$ cat src/rtl/dbrf_pkg.sv
package dbrf_pkg;

	localparam int VW = 32;
	localparam int FB = 16;
	localparam int TW = 31;
	localparam int DW = VW + FB;
	localparam int CW = $clog2(DW + 1);

	typedef logic signed [VW-1:0] val_t;
	typedef logic [TW-1:0] tol_t;

	localparam val_t VMAX = {1'b0, {(VW-1){1'b1}}};
	localparam val_t VMIN = {1'b1, {(VW-1){1'b0}}};
	localparam logic [2*VW-1:0] MAXM = {{(VW+1){1'b0}}, {(VW-1){1'b1}}};

	localparam logic [1:0] MODE_FIRST = 2'd0;
	localparam logic [1:0] MODE_SECOND = 2'd1;
	localparam logic [1:0] MODE_EVAL = 2'd2;

	typedef enum logic [4:0] {
		OP_NONE, OP_LOAD0, OP_LOAD1, OP_LOAD2, OP_SWAP, OP_MID, OP_TSIGN,
		OP_DDER, OP_DIV1, OP_DQ, OP_M_FBD, OP_M_P, OP_M_FADB, OP_Q, OP_NEG,
		OP_M_QT, OP_M_MBQ, OP_DIV2, OP_WTOL, OP_WMB, OP_WQUOT, OP_FINAL,
		OP_DONE_OUT
	} op_t;

	typedef enum logic [4:0] {
		S_IDLE, S_SWAP, S_MID, S_CHECK, S_DSEL, S_DWAIT1, S_M1, S_M2, S_M3,
		S_Q, S_NEG, S_M4, S_M5, S_CMP, S_DWAIT2, S_FINAL, S_DONE
	} state_t;

	typedef enum logic [1:0] {PH_IDLE, PH_LOADED, PH_WAIT, PH_DONE} phase_t;

	typedef struct packed {
		op_t  op;
		logic first;
	} cmd_t;

	typedef struct packed {
		logic conv;
		logic plain_bisect;
		logic ec_two;
		logic div_done;
		logic p_small;
		logic p_lt;
		logic out_free;
	} status_t;

	function automatic logic [VW-1:0] vabs(input val_t x);
		return x[VW-1] ? (~x) + 1'b1 : x;
	endfunction

	function automatic val_t sat_mag(input logic neg, input logic [2*VW-1:0] m);
		logic [VW-1:0] mv;
		mv = m[VW-1:0];
		if (m > MAXM)
			return neg ? VMIN : VMAX;
		return neg ? val_t'(~mv + 1'b1) : val_t'(mv);
	endfunction

	function automatic val_t sat_add(input val_t x, input val_t y);
		logic [VW:0] s;
		s = {x[VW-1], x} + {y[VW-1], y};
		if (s[VW] != s[VW-1])
			return s[VW] ? VMIN : VMAX;
		return s[VW-1:0];
	endfunction

	function automatic val_t sat_sub(input val_t x, input val_t y);
		logic [VW:0] s;
		s = {x[VW-1], x} - {y[VW-1], y};
		if (s[VW] != s[VW-1])
			return s[VW] ? VMIN : VMAX;
		return s[VW-1:0];
	endfunction

	// fixed point product, truncated toward zero and saturated
	function automatic val_t mulq(input val_t x, input val_t y);
		logic [2*VW-1:0] pr;
		logic [2*VW-1:0] m;
		pr = {{VW{1'b0}}, vabs(x)} * {{VW{1'b0}}, vabs(y)};
		m = pr >> FB;
		return sat_mag(x[VW-1] ^ y[VW-1], m);
	endfunction

endpackage

$ cat src/rtl/dbrf_ctrl.sv
module dbrf_ctrl (
	input  logic              clk,
	input  logic              arst_n,
	input  logic              in_valid,
	output logic              in_ready,
	input  logic [1:0]        mode,
	input  dbrf_pkg::status_t st,
	output dbrf_pkg::cmd_t    cmd
);
	import dbrf_pkg::*;

	state_t state_q, state_d;
	phase_t phase_q, phase_d;
	logic   first_q, first_d;

	always_ff @(posedge clk or negedge arst_n) begin
		if (!arst_n) begin
			state_q <= S_IDLE;
			phase_q <= PH_IDLE;
			first_q <= 1'b0;
		end else begin
			state_q <= state_d;
			phase_q <= phase_d;
			first_q <= first_d;
		end
	end

	always_comb begin
		state_d = state_q;
		phase_d = phase_q;
		first_d = first_q;
		cmd.op = OP_NONE;
		cmd.first = first_q;
		in_ready = 1'b0;
		unique case (state_q)
			S_IDLE: begin
				in_ready = 1'b1;
				if (in_valid) begin
					unique case (mode)
						MODE_FIRST: begin
							cmd.op = OP_LOAD0;
							phase_d = PH_LOADED;
						end
						MODE_SECOND: begin
							cmd.op = OP_LOAD1;
							first_d = 1'b1;
							state_d = S_SWAP;
						end
						MODE_EVAL: begin
							if (phase_q == PH_WAIT) begin
								cmd.op = OP_LOAD2;
								first_d = 1'b0;
								state_d = S_SWAP;
							end
						end
						default: ;
					endcase
				end
			end
			S_SWAP: begin cmd.op = OP_SWAP; state_d = S_MID; end
			S_MID:  begin cmd.op = OP_MID;  state_d = S_CHECK; end
			S_CHECK: begin
				if (st.conv) begin
					state_d = S_DONE;
				end else if (st.plain_bisect) begin
					cmd.op = OP_WMB;
					state_d = S_FINAL;
				end else begin
					cmd.op = OP_TSIGN;
					state_d = S_DSEL;
				end
			end
			S_DSEL: begin
				if (st.ec_two) begin
					cmd.op = OP_DDER;
					state_d = S_M1;
				end else begin
					cmd.op = OP_DIV1;
					state_d = S_DWAIT1;
				end
			end
			S_DWAIT1: begin
				if (st.div_done) begin
					cmd.op = OP_DQ;
					state_d = S_M1;
				end
			end
			S_M1:  begin cmd.op = OP_M_FBD;  state_d = S_M2; end
			S_M2:  begin cmd.op = OP_M_P;    state_d = S_M3; end
			S_M3:  begin cmd.op = OP_M_FADB; state_d = S_Q; end
			S_Q:   begin cmd.op = OP_Q;      state_d = S_NEG; end
			S_NEG: begin cmd.op = OP_NEG;    state_d = S_M4; end
			S_M4:  begin cmd.op = OP_M_QT;   state_d = S_M5; end
			S_M5:  begin cmd.op = OP_M_MBQ;  state_d = S_CMP; end
			S_CMP: begin
				if (st.p_small) begin
					cmd.op = OP_WTOL;
					state_d = S_FINAL;
				end else if (st.p_lt) begin
					cmd.op = OP_DIV2;
					state_d = S_DWAIT2;
				end else begin
					cmd.op = OP_WMB;
					state_d = S_FINAL;
				end
			end
			S_DWAIT2: begin
				if (st.div_done) begin
					cmd.op = OP_WQUOT;
					state_d = S_FINAL;
				end
			end
			S_FINAL: begin
				if (st.out_free) begin
					cmd.op = OP_FINAL;
					phase_d = PH_WAIT;
					state_d = S_IDLE;
				end
			end
			S_DONE: begin
				if (st.out_free) begin
					cmd.op = OP_DONE_OUT;
					phase_d = PH_DONE;
					state_d = S_IDLE;
				end
			end
			default: state_d = S_IDLE;
		endcase
	end

	a_final_free: assert property (@(posedge clk) disable iff (!arst_n)
		(cmd.op == OP_FINAL || cmd.op == OP_DONE_OUT) |-> st.out_free)
		else $error("result written over a pending transfer");

	a_stray_eval: assert property (@(posedge clk) disable iff (!arst_n)
		(in_valid && in_ready && mode == MODE_EVAL && phase_q != PH_WAIT) |=> state_q == S_IDLE)
		else $error("unrequested evaluation started a step");

endmodule
$ cat config.mk
export PLATFORM = sky130hd
export DESIGN_NAME = dbrf_ctrl
export DESIGN_NICKNAME = d
export VERILOG_FILES = /design/src/rtl/dbrf_pkg.sv /design/src/rtl/dbrf_ctrl.sv
export SDC_FILE = /design/constraint.sdc
export NUM_CORES = 1
export LEC_CHECK = 0
export CAP_MARGIN = 15
export CORE_AREA = 2 2 57 59
export CTS_CLUSTER_DIAMETER = 100
export DETAILED_ROUTE_END_ITERATION = 10
export DIE_AREA = 0 0 59 61
export DONT_BUFFER_PORTS = 1
export PLACE_DENSITY_LB_ADDON = 0.3
export SLEW_MARGIN = 15
export SYNTH_ARGS = -nofsm -noshare
export SYNTH_HDL_FRONTEND = slang
export SYNTH_SLANG_ARGS = --single-unit
$ cat constraint.sdc
create_clock -name clk -period 2.2 [get_ports clk]
set_input_delay 0.22 -clock clk [delete_from_list [all_inputs] [get_ports clk]]
set_output_delay 0.22 -clock clk [all_outputs]
set_load 0.01 [all_outputs]
==> results of run 1 <==
[routing by layer]
| layer | GRT usage (%) | part of all wire [%] | vias to the layer above |
|---|---|---|---|
| met1 | 17.1 | 39 | 417 |
| met2 | 24.6 | 51 | 34 |
| met5 | 0 | 0 | - |
| met3 | 4.69 | 6.5 | 7 |
| li1 | - | - | 407 |
| met4 | 8.12 | 3.1 | 0 |
[kinds of logic after synthesis]
group	count (synthesis)	share of synthesized area, %
AOI/OAI and AO/OA	38	34.3
xor gates and xnor gates	1	1.02
buffers and inverters	15	7.45
DFF	8	23.4
muxes	3	3.50
and+or+nand+nor	41	30.4
[state kept, by name (all words and copies together) (netlist names)]
register and count:
state_q 5, phase_q 2, first_q 1
[power breakdown]
part	internal (µW)	total [µW]	switching (µW)
logic	358	786	428
registers	214	420	206
clock network	62.6	116	53.0
[timing repair]
action	CTS	global route
endpoints found under the setup margin	1	4
resized for setup	2	4
hold endpoints to repair	8	0
hold buffers	1	0
[critical path: stages (launching register included)]
cell and delay [ps]:
dfrtp_2 530, nor4_4 360, and2_1 300, a311oi_1 140
nand3_1 170
[cell usage in the layout, fill, tap and decap left out, types with 2 or more instances in the layout]
| cell type | n |
|---|---|
| nand2_1 | 4 |
| mux2i_1 | 3 |
| o211ai_1 | 3 |
| a211oi_1 | 2 |
| a31oi_1 | 3 |
| nor2_1 | 4 |
| nor2b_1 | 3 |
| clkbuf_4 | 3 |
| nor3_1 | 3 |
| nand2b_1 | 7 |
| a211o_1 | 2 |
| a22o_1 | 2 |
| a21oi_1 | 6 |
| buf_4 | 4 |
| dfrtp_2 | 4 |
| nand3b_1 | 4 |
| o311a_1 | 2 |
| nand3_1 | 6 |
| inv_1 | 6 |
| and2_1 | 2 |
| o21ai_0 | 7 |
| dfrtp_1 | 4 |
[metrics by stage]
stage               instance area (µm²)  hold WS [ps]  power (µW)
finish                              931          88.4        1320
global placement                    887         -75.4        1170
floorplan                           857         -75.6        1020
detailed placement                  887         -75.4        1170
global route                        931          87.9        1430
CTS                                 926          85.3        1310
[final timing paths]
path | slack (ps) | start | end | cells past startpoint
worst max-delay path | 210 | state_q[1] | cmd[1] | 4
worst min-delay path | 90 | mode[0] | first_q | 1
worst max register to register | 410 | state_q[3] | state_q[1] | 4
worst min register to register | 560 | phase_q[1] | phase_q[1] | 1
max in group asynchronous | 1600 | arst_n | state_q[2] | 1
min in group asynchronous | 310 | arst_n | first_q | 1
[cell type report]
| cell class | count | area (µm²) |
|---|---|---|
| Clock buffer | 3 | 22.5 |
| Fill cell | 326 | 2020 |
| Inverter | 6 | 22.5 |
| Multi-Input combinational cell | 83 | 599 |
| Sequential cell | 8 | 205 |
| Tap cell | 33 | 41.3 |
| Timing Repair Buffer | 5 | 40.0 |
==> results.txt, run 1 <==
status = finished, final reports clean
#FFs+latches synth = 8
Post-Place Setup Slack = 182 ps
setup ws final = 209 ps
DIE AREA = 0.00360 mm²
vias in the first global route = 810
post-route ant nets = 0
top_reg_cell synth = dfrtp_1
static leakage power = 0.000352 µW
post-synthesis cell area = 857 µm²
post-synthesis sequential area ratio = 23.4%
Inserted Clock Buffers = 3
Final Max Tran Viols = 0
Rows = 20
n_diodes = 0
DR DRC count = 0
unrepaired setup endpoints after global routing = false
Hold Path Class = input pin to flop
clock tree buffer depth = 2
setup TNS = 0 ps
syn_nets = 118
via count = 865
most frequent cells after synthesis = dfrtp_1 (8), nand2b_1 (7), o21ai_0 (7)
WS Path Type = flop to output pin
first-pass GRT wire length = 3.95 mm
io pins = 19
Worst Path Max Fanout = 20
Yosys top cell area share = 23.4%
worst vdd ir = 0.000786 V
Clk Latency, worst-skew pair = 260 ps
setup bufs post-CTS = 0
initial antenna violation count = 0
crit path launch type = flop
Cells after DPL = 134
final wirelength = 2.44 mm
clk root buf = clkbuf_4
Synth area leader = dfrtp_1
Die X = 59 µm
min cycle time layout = 1990 ps
Clock Skew = 1.37 ps
routability-driven placement congestion ratio = 0.830
largest net degree at the start of global routing = 21
drt first-iter violations = 34
required time of the critical path = 1980 ps
layout cell share with drive strength beyond 1 = 14.3%
count of final hold-check violations = 0
initial core utilization = 29.0%
area grow syn2layout = 8.61%
top-count cell post-synth = dfrtp_1
Setup Viol. Count Final = 0
H-tree levels = 1
Synth warnings = 0
grt total ovfl = 0
arrival time worst endpoint = 1770 ps
DR vias/cell = 6.27
synth top area cells = dfrtp_1 (23%), nand2b_1 (5.1%), o21ai_0 (4.1%), a21oi_1 (3.5%), mux2i_1 (3.5%)
Post-synth EDFFs = 0
Fmax = 502 MHz
PD cells = 1420 mW/mm²
nets@finish = 119
GRT Overall Usage = 14.8%
Unique masters post-synth = 43
Rel. slew slack = 70.3%
Slew @ Worst Pin = 443 ps
asr flop ratio synth = 100%
Routed WL per cell = 17.7 µm
I/O Buffers = 0
Tcrit/Tclk final = 90.5%
utilization after layout = 31.5%
fin cells = 138
CP endpoint kind = output pin
first drt pass iteration count = 4
# clock sinks = 8
TritonCTS clock tree = yes
Max-Cap Viols = 0
Syn Inst Count = 106
Avg Inst Size Synth = 8.09 µm²
HPWL after DPL = 1.86 mm
Reg clk slew, reported paths = 50 ps
Core Region = 0.00295 mm²
Die H = 61 µm
Note: power is estimated with default switching activity, not from simulation.
==> run 2, diff against run 1 <==
==> constraint.sdc (replaced) <==
create_clock -name clk -period 2.5 [get_ports clk]
set_input_delay 0.25 -clock clk [delete_from_list [all_inputs] [get_ports clk]]
set_output_delay 0.25 -clock clk [all_outputs]
set_load 0.01 [all_outputs]
==> results.txt, run 2 (synthesized netlist as in run 1, its figures left out) <==
WS Path Type = flop to output pin
Clock Skew = 3.11 ps (+1.74 ps)
worst-path cell chain = inv_1 > and2_1 > a311oi_1 > nand3_1
Rel. slew slack = 58.7% (-12 points)
drt first-iter violations = 17 (-50%)
status = finished, final reports clean
Max-Cap Viols = 0 (unchanged)
Slowest Stage Delay on Critical Path = 680 ps (+150 ps)
unrepaired setup endpoints after global routing = false
first-pass GRT wire length = 3.76 mm (-4.7%)
Die H = 61 µm (unchanged)
Core Region = 0.00295 mm² (unchanged)
Rows = 20 (unchanged)
Largest register FFs = 5 (unchanged)
I/O Buffers = 0 (unchanged)
PD cells = 1230 mW/mm² (-14%)
Routed WL per cell = 17.6 µm (-0.39%)
arrival time worst endpoint = 1920 ps (+150 ps)
Reg clk slew, reported paths = 50 ps (about the same)
Cells after DPL = 130 (-3.0%)
Largest Register = state_q
# clock sinks = 8 (unchanged)
Fmax = 460 MHz
largest net degree at the start of global routing = 21 (unchanged)
routability-driven placement congestion ratio = 0.857 (+3.2%)
Slew @ Worst Pin = 620 ps (+177 ps)
first drt pass iteration count = 4 (unchanged)
Post-Place Setup Slack = 580 ps (+398 ps)
Tcrit/Tclk final = 87.0%
DIE AREA = 0.00360 mm² (unchanged)
final wirelength = 2.36 mm (-3.3%)
HPWL after DPL = 1.77 mm (-4.6%)
Die X = 59 µm (unchanged)
io pins = 19 (unchanged)
H-tree levels = 1 (unchanged)
clk root buf = clkbuf_4
via count = 859 (-0.69%)
initial core utilization = 29.0% (unchanged)
TritonCTS clock tree = yes
post-route ant nets = 0 (unchanged)
GRT Overall Usage = 14.0% (-0.86 points)
required time of the critical path = 2250 ps (+270 ps)
n_diodes = 0 (unchanged)
setup ws final = 326 ps (+117 ps)
clock tree buffer depth = 2 (unchanged)
Regs by FF count = state_q (5), phase_q (2), first_q (1)
vias in the first global route = 792 (-2.2%)
Hold Path Class = input pin to flop
min cycle time layout = 2170 ps
grt total ovfl = 0 (unchanged)
commonest non-fill, non-tap cells in the layout = dfrtp_1 (8), nand2b_1 (7), o21ai_0 (7)
Final Max Tran Viols = 0 (unchanged)
nets@finish = 115 (-3.4%)
WP buf/inv = 1 (+1)
Worst path top cell family by delay = flip-flops
crit path launch type = flop
CP max stage cell = dfrtp_1
Clk Latency, worst-skew pair = 250 ps (about the same)
initial antenna violation count = 0 (unchanged)
worst vdd ir = 0.000376 V (-52%)
count of final hold-check violations = 0 (unchanged)
area grow syn2layout = 3.80%
fin cells = 134 (-2.9%)
leading cell type in the layout, fill and taps excluded = dfrtp_1
fillers = 334 (+2.5%)
layout cell share with drive strength beyond 1 = 5.94% (-8.3 points)
CP endpoint kind = output pin
DR vias/cell = 6.41 (+2.3%)
setup TNS = 0 ps (unchanged)
Worst Path Max Fanout = 14 (-30%)
Setup Viol. Count Final = 0 (unchanged)
DR DRC count = 0 (unchanged)
static leakage power = 0.000335 µW (-4.7%)
Inserted Clock Buffers = 3 (unchanged)
## run 2: cell count changes in the layout (fill, tap and decap cells not counted), sizes merged
cell / before / now
buf: 4 / 0
## run 2: metal layers
metal / GRT usage [%] / up-vias / wire length [µm]
li1: - / 396 / -
met1: 16.9 / 426 / 971
met2: 22.4 / 29 / 1180
met3: 2.77 / 8 / 128
met4: 9.74 / 0 / 85
met5: 0 / - / 0
## run 2: cell type report
| class | count | area, µm² | area share (%) |
|---|---|---|---|
| multi-input cells | 83 | 593 | 66.7 |
| flip-flops and latches | 8 | 200 | 22.5 |
| well taps | 33 | 41.3 | 4.64 |
| clock buffers | 3 | 22.5 | 2.53 |
| inverters | 6 | 22.5 | 2.53 |
| repair buffers | 1 | 10.0 | 1.13 |
## run 2: repair_timing
item	CTS	global route
setup buffers	0	0
setup endpoints to repair	0	0
gates resized for setup	0	0
hold buffers	1	0
endpoints found under the hold margin	8	0
## run 2: path summary, 6_finish.rpt
path                            startpoint         end  slack [ps]  cells past startpoint
worst min-delay path               mode[0]     first_q         130                      1
min in group asynchronous           arst_n     first_q         340                      1
worst min register to register  phase_q[1]  phase_q[1]         550                      1
worst max-delay path            state_q[4]      cmd[1]         330                      4
max in group asynchronous           arst_n  state_q[0]        1900                      1
worst max register to register  state_q[0]  state_q[0]         570                      4
## run 2: report_power, final
group / internal, µW / switching, µW / total, µW
Clock: 54.8 / 42.2 / 97.1
Sequential: 180 / 199 / 379
Combinational: 288 / 327 / 615
Total: 523 / 568 / 1090
## run 2: through the flow
stage	hold WS [ps]	cell area, µm²	util (%)	total power, µW
2_1_floorplan	-45.6	857	-	897
3_3_place_gp	-45.4	857	29.0	985
3_5_place_dp	-45.4	857	29.0	993
4_1_cts	121	890	30.1	1100
5_1_grt	128	890	30.1	1200
6_report	131	890	30.1	1090
==> run 3, diff against run 2 <==
--- a/config.mk
+++ b/config.mk
@@ -5,11 +5,12 @@
 export SDC_FILE = /design/constraint.sdc
 export NUM_CORES = 1
 export LEC_CHECK = 0
+export ABC_AREA = 1
 export CAP_MARGIN = 15
-export CORE_AREA = 2 2 57 59
+export CORE_AREA = 2 2 44 76
 export CTS_CLUSTER_DIAMETER = 100
 export DETAILED_ROUTE_END_ITERATION = 10
-export DIE_AREA = 0 0 59 61
+export DIE_AREA = 0 0 46 78
 export DONT_BUFFER_PORTS = 1
 export PLACE_DENSITY_LB_ADDON = 0.3
 export SLEW_MARGIN = 15
==> results.txt, run 3 <==
switching part of the total power = 55.5% (+3.4 points)
synth top area cells = nand2_1 (26%), dfrtp_1 (23%), nand3_1 (12%), nor2_1 (11%), inv_1 (8.3%)
syn_nets = 169 (+43%)
DR DRC count = 0 (unchanged)
most frequent cells after synthesis = nand2_1 (60), nor2_1 (24), nand3_1 (20)
top_reg_cell synth = dfrtp_1
required time of the critical path = 2250 ps (about the same)
clk root buf = clkbuf_8
Post-Synth Simple-Gate Area = 59.1% (+29 points)
clock tree buffer depth = 2 (unchanged)
Setup Viol. Count Final = 0 (unchanged)
setup TNS = 0 ps (unchanged)
Rel. slew slack = 66.3% (+7.6 points)
Core Region = 0.00293 mm² (-0.85%)
WP buf/inv = 1 (unchanged)
asr flop ratio synth = 100% (unchanged)
top-count cell post-synth = nand2_1
Synth warnings = 0 (unchanged)
Tcrit/Tclk final = 80.9% (-6.0 points)
Worst Path Max Fanout = 7 (-7)
Worst path top cell family by delay = simple AND/OR/NAND/NOR gates
xor/xnor share of the synthesized area = 0% (-1.0 points)
Worst Setup EP = cmd[1]
status = finished, final reports clean
Reg clk slew, reported paths = 40 ps (about the same)
min cycle time layout = 2020 ps (-151 ps)
leading cell type in the layout, fill and taps excluded = nand2_1
Inserted Clock Buffers = 3 (unchanged)
CP endpoint kind = output pin
unrepaired setup endpoints after global routing = false
routability-driven placement congestion ratio = 0.895 (+4.5%)
main combinational cell family by area after synthesis = simple AND/OR/NAND/NOR gates
initial core utilization = 29.3% (+0.25 points)
Largest register FFs = 5 (unchanged)
post-synthesis sequential area ratio = 23.4% (unchanged)
Fmax = 494 MHz (+7.5%)
drt first-iter violations = 37 (+20)
clock group share of total power = 13.0% (+4.1 points)
multiplexer share of the synthesized area = 0% (-3.5 points)
layout cell share with drive strength beyond 1 = 8.75% (+2.8 points)
compound-gate portion of the synthesized area = 7.45% (-27 points)
first drt pass iteration count = 4 (unchanged)
Largest Register = state_q
total power = 1140 µW (+4.8%)
Reg-to-Reg Start = state_q[3]
post-route ant nets = 0 (unchanged)
Avg Inst Size Synth = 5.46 µm² (-32%)
TritonCTS clock tree = yes
Die H = 78 µm (+28%)
largest net degree at the start of global routing = 11 (-48%)
Rows = 26 (+30%)
PD cells = 1220 mW/mm² (-0.35%)
Hold Path Class = input pin to flop
Final Max Tran Viols = 0 (unchanged)
cell internal pwr = 509 µW (-2.6%)
Post-Synth Adder-Cell Area = 0% (unchanged)
Worst R2R Path Depth = 9 (+5)
Worst path depth = 7 (+3)
I/O Buffers = 0 (unchanged)
Die X = 46 µm (-22%)
post-synthesis cell area = 857 µm² (unchanged)
reg2reg end = state_q[3]
Post-synth EDFFs = 0 (unchanged)
Max-Cap Viols = 0 (unchanged)
Regs by FF count = state_q (5), phase_q (2), first_q (1)
commonest non-fill, non-tap cells in the layout = nand2_1 (60), nor2_1 (24), nand3_1 (20)
fillers = 333 (-0.30%)
Synth area leader = nand2_1
Syn Inst Count = 157 (+48%)
H-tree levels = 1 (unchanged)
Yosys top cell area share = 26.3% (+2.9 points)
initial antenna violation count = 0 (unchanged)
GRT Overall Usage = 15.6% (+1.6 points)
Slowest Stage Delay on Critical Path = 410 ps (-270 ps)
vias in the first global route = 974 (+23%)
Routed WL per cell = 14.1 µm (-20%)
WS Path Type = flop to output pin
count of final hold-check violations = 0 (unchanged)
reg-to-reg slack, setup = 910 ps (+340 ps)
io pins = 19 (unchanged)
crit path launch type = flop
via count = 997 (+16%)
area grow syn2layout = 9.20%
worst-path cell chain = inv_1 > nand2_1 > nor2_1 > nand3_1 > nand3_1 > nor2_1 > nand4_1
first-pass GRT wire length = 4.09 mm (+8.8%)
n_diodes = 0 (unchanged)
post-layout instance area = 936 µm² (+5.2%)
# resized after CTS = 0 (unchanged)
#FFs+latches synth = 8 (unchanged)
Logic pwr share = 64.4% (+8.0 points)
Clock Skew = 1.72 ps (-1.38 ps)
worst vdd ir = 0.000290 V (-23%)
Cells after DPL = 184 (+42%)
nets@finish = 174 (+51%)
placed cell areas = 885 µm² (+3.2%)
worst setup path startpoint = state_q[3]
Switch Pwr = 635 µW (+12%)
static leakage power = 0.000568 µW (+69%)
HPWL after DPL = 2.25 mm (+27%)
CP max stage cell = dfrtp_1
final hold slack = 146 ps (+15.2 ps)
Clk Latency, worst-skew pair = 220 ps (-30 ps)
Seq pwr share = 22.6% (-12 points)
fin cells = 188 (+40%)
final wirelength = 2.65 mm (+12%)
# clock sinks = 8 (unchanged)
DR vias/cell = 5.30 (-17%)
Slew @ Worst Pin = 504 ps (-116 ps)
DIE AREA = 0.00359 mm² (-0.31%)
Unique masters post-synth = 19 (-56%)
grt total ovfl = 0 (unchanged)
arrival time worst endpoint = 1770 ps (-150 ps)
run 3: power groups by stage:
| stage | Combinational (µW) | Sequential, µW | Clock, µW |
|---|---|---|---|
| detailed placement | 732 | 258 | 0 |
| global route | 822 | 267 | 163 |
| global placement | 726 | 254 | 0 |
| floorplan | 583 | 241 | 0 |
| finish | 737 | 258 | 149 |
| CTS | 736 | 257 | 155 |
run 3: kinds of logic after synthesis:
logic type,Yosys count
AOI/OAI and AO/OA,10
buffers and inverters,22
DFF,8
and+or+nand+nor,117
run 3: metrics by stage:
step	worst slack [ps]	util, %
after floorplan	1050	-
after global placement	701	30.2
after detailed placement	719	30.2
after CTS	489	32.0
after global routing	342	32.0
final	477	32.0
run 3: worst min-delay path by stage:
stage	start	to	slack, ps	cells past startpoint
global placement	arst_n	phase_q[0]	-50	0
floorplan	arst_n	first_q	-50	0
CTS	st[0]	state_q[4]	150	1
global route	st[0]	state_q[4]	150	1
detailed placement	arst_n	phase_q[0]	-50	0
finish	st[0]	state_q[4]	150	1
run 3: timing repair:
action                                 in CTS  in global routing
endpoints found under the hold margin       8                  0
hold buffers                                1                  0
setup buffers                               0                  0
run 3: layer usage:
metal  vias up  part of all wire (%)  track usage (%)
met5         -                     0                0
met4         0                   2.1             8.00
met3         6                   3.5             2.09
met2        24                    59             30.4
met1       460                    36             13.7
li1        507                     -                -
run 3: layout make-up:
| cell class | instances | area, µm² | area share, % |
|---|---|---|---|
| Sequential cell | 8 | 200 | 21.4 |
| Multi-Input combinational cell | 127 | 571 | 61.0 |
| Timing Repair Buffer | 1 | 10.0 | 1.07 |
| Clock buffer | 3 | 41.3 | 4.41 |
| Tap cell | 28 | 35.0 | 3.74 |
| Inverter | 21 | 78.8 | 8.42 |
run 3: worst reg2reg max path, cell delays in order (launching register included):
cell and delay, ps:
dfrtp_1 410, inv_1 80, nand2_1 60, nor2_1 400, nand2_1 180, nand2_1 130
nor2_1 60, nand3_1 70, nand2_1 60, nand2_1 70
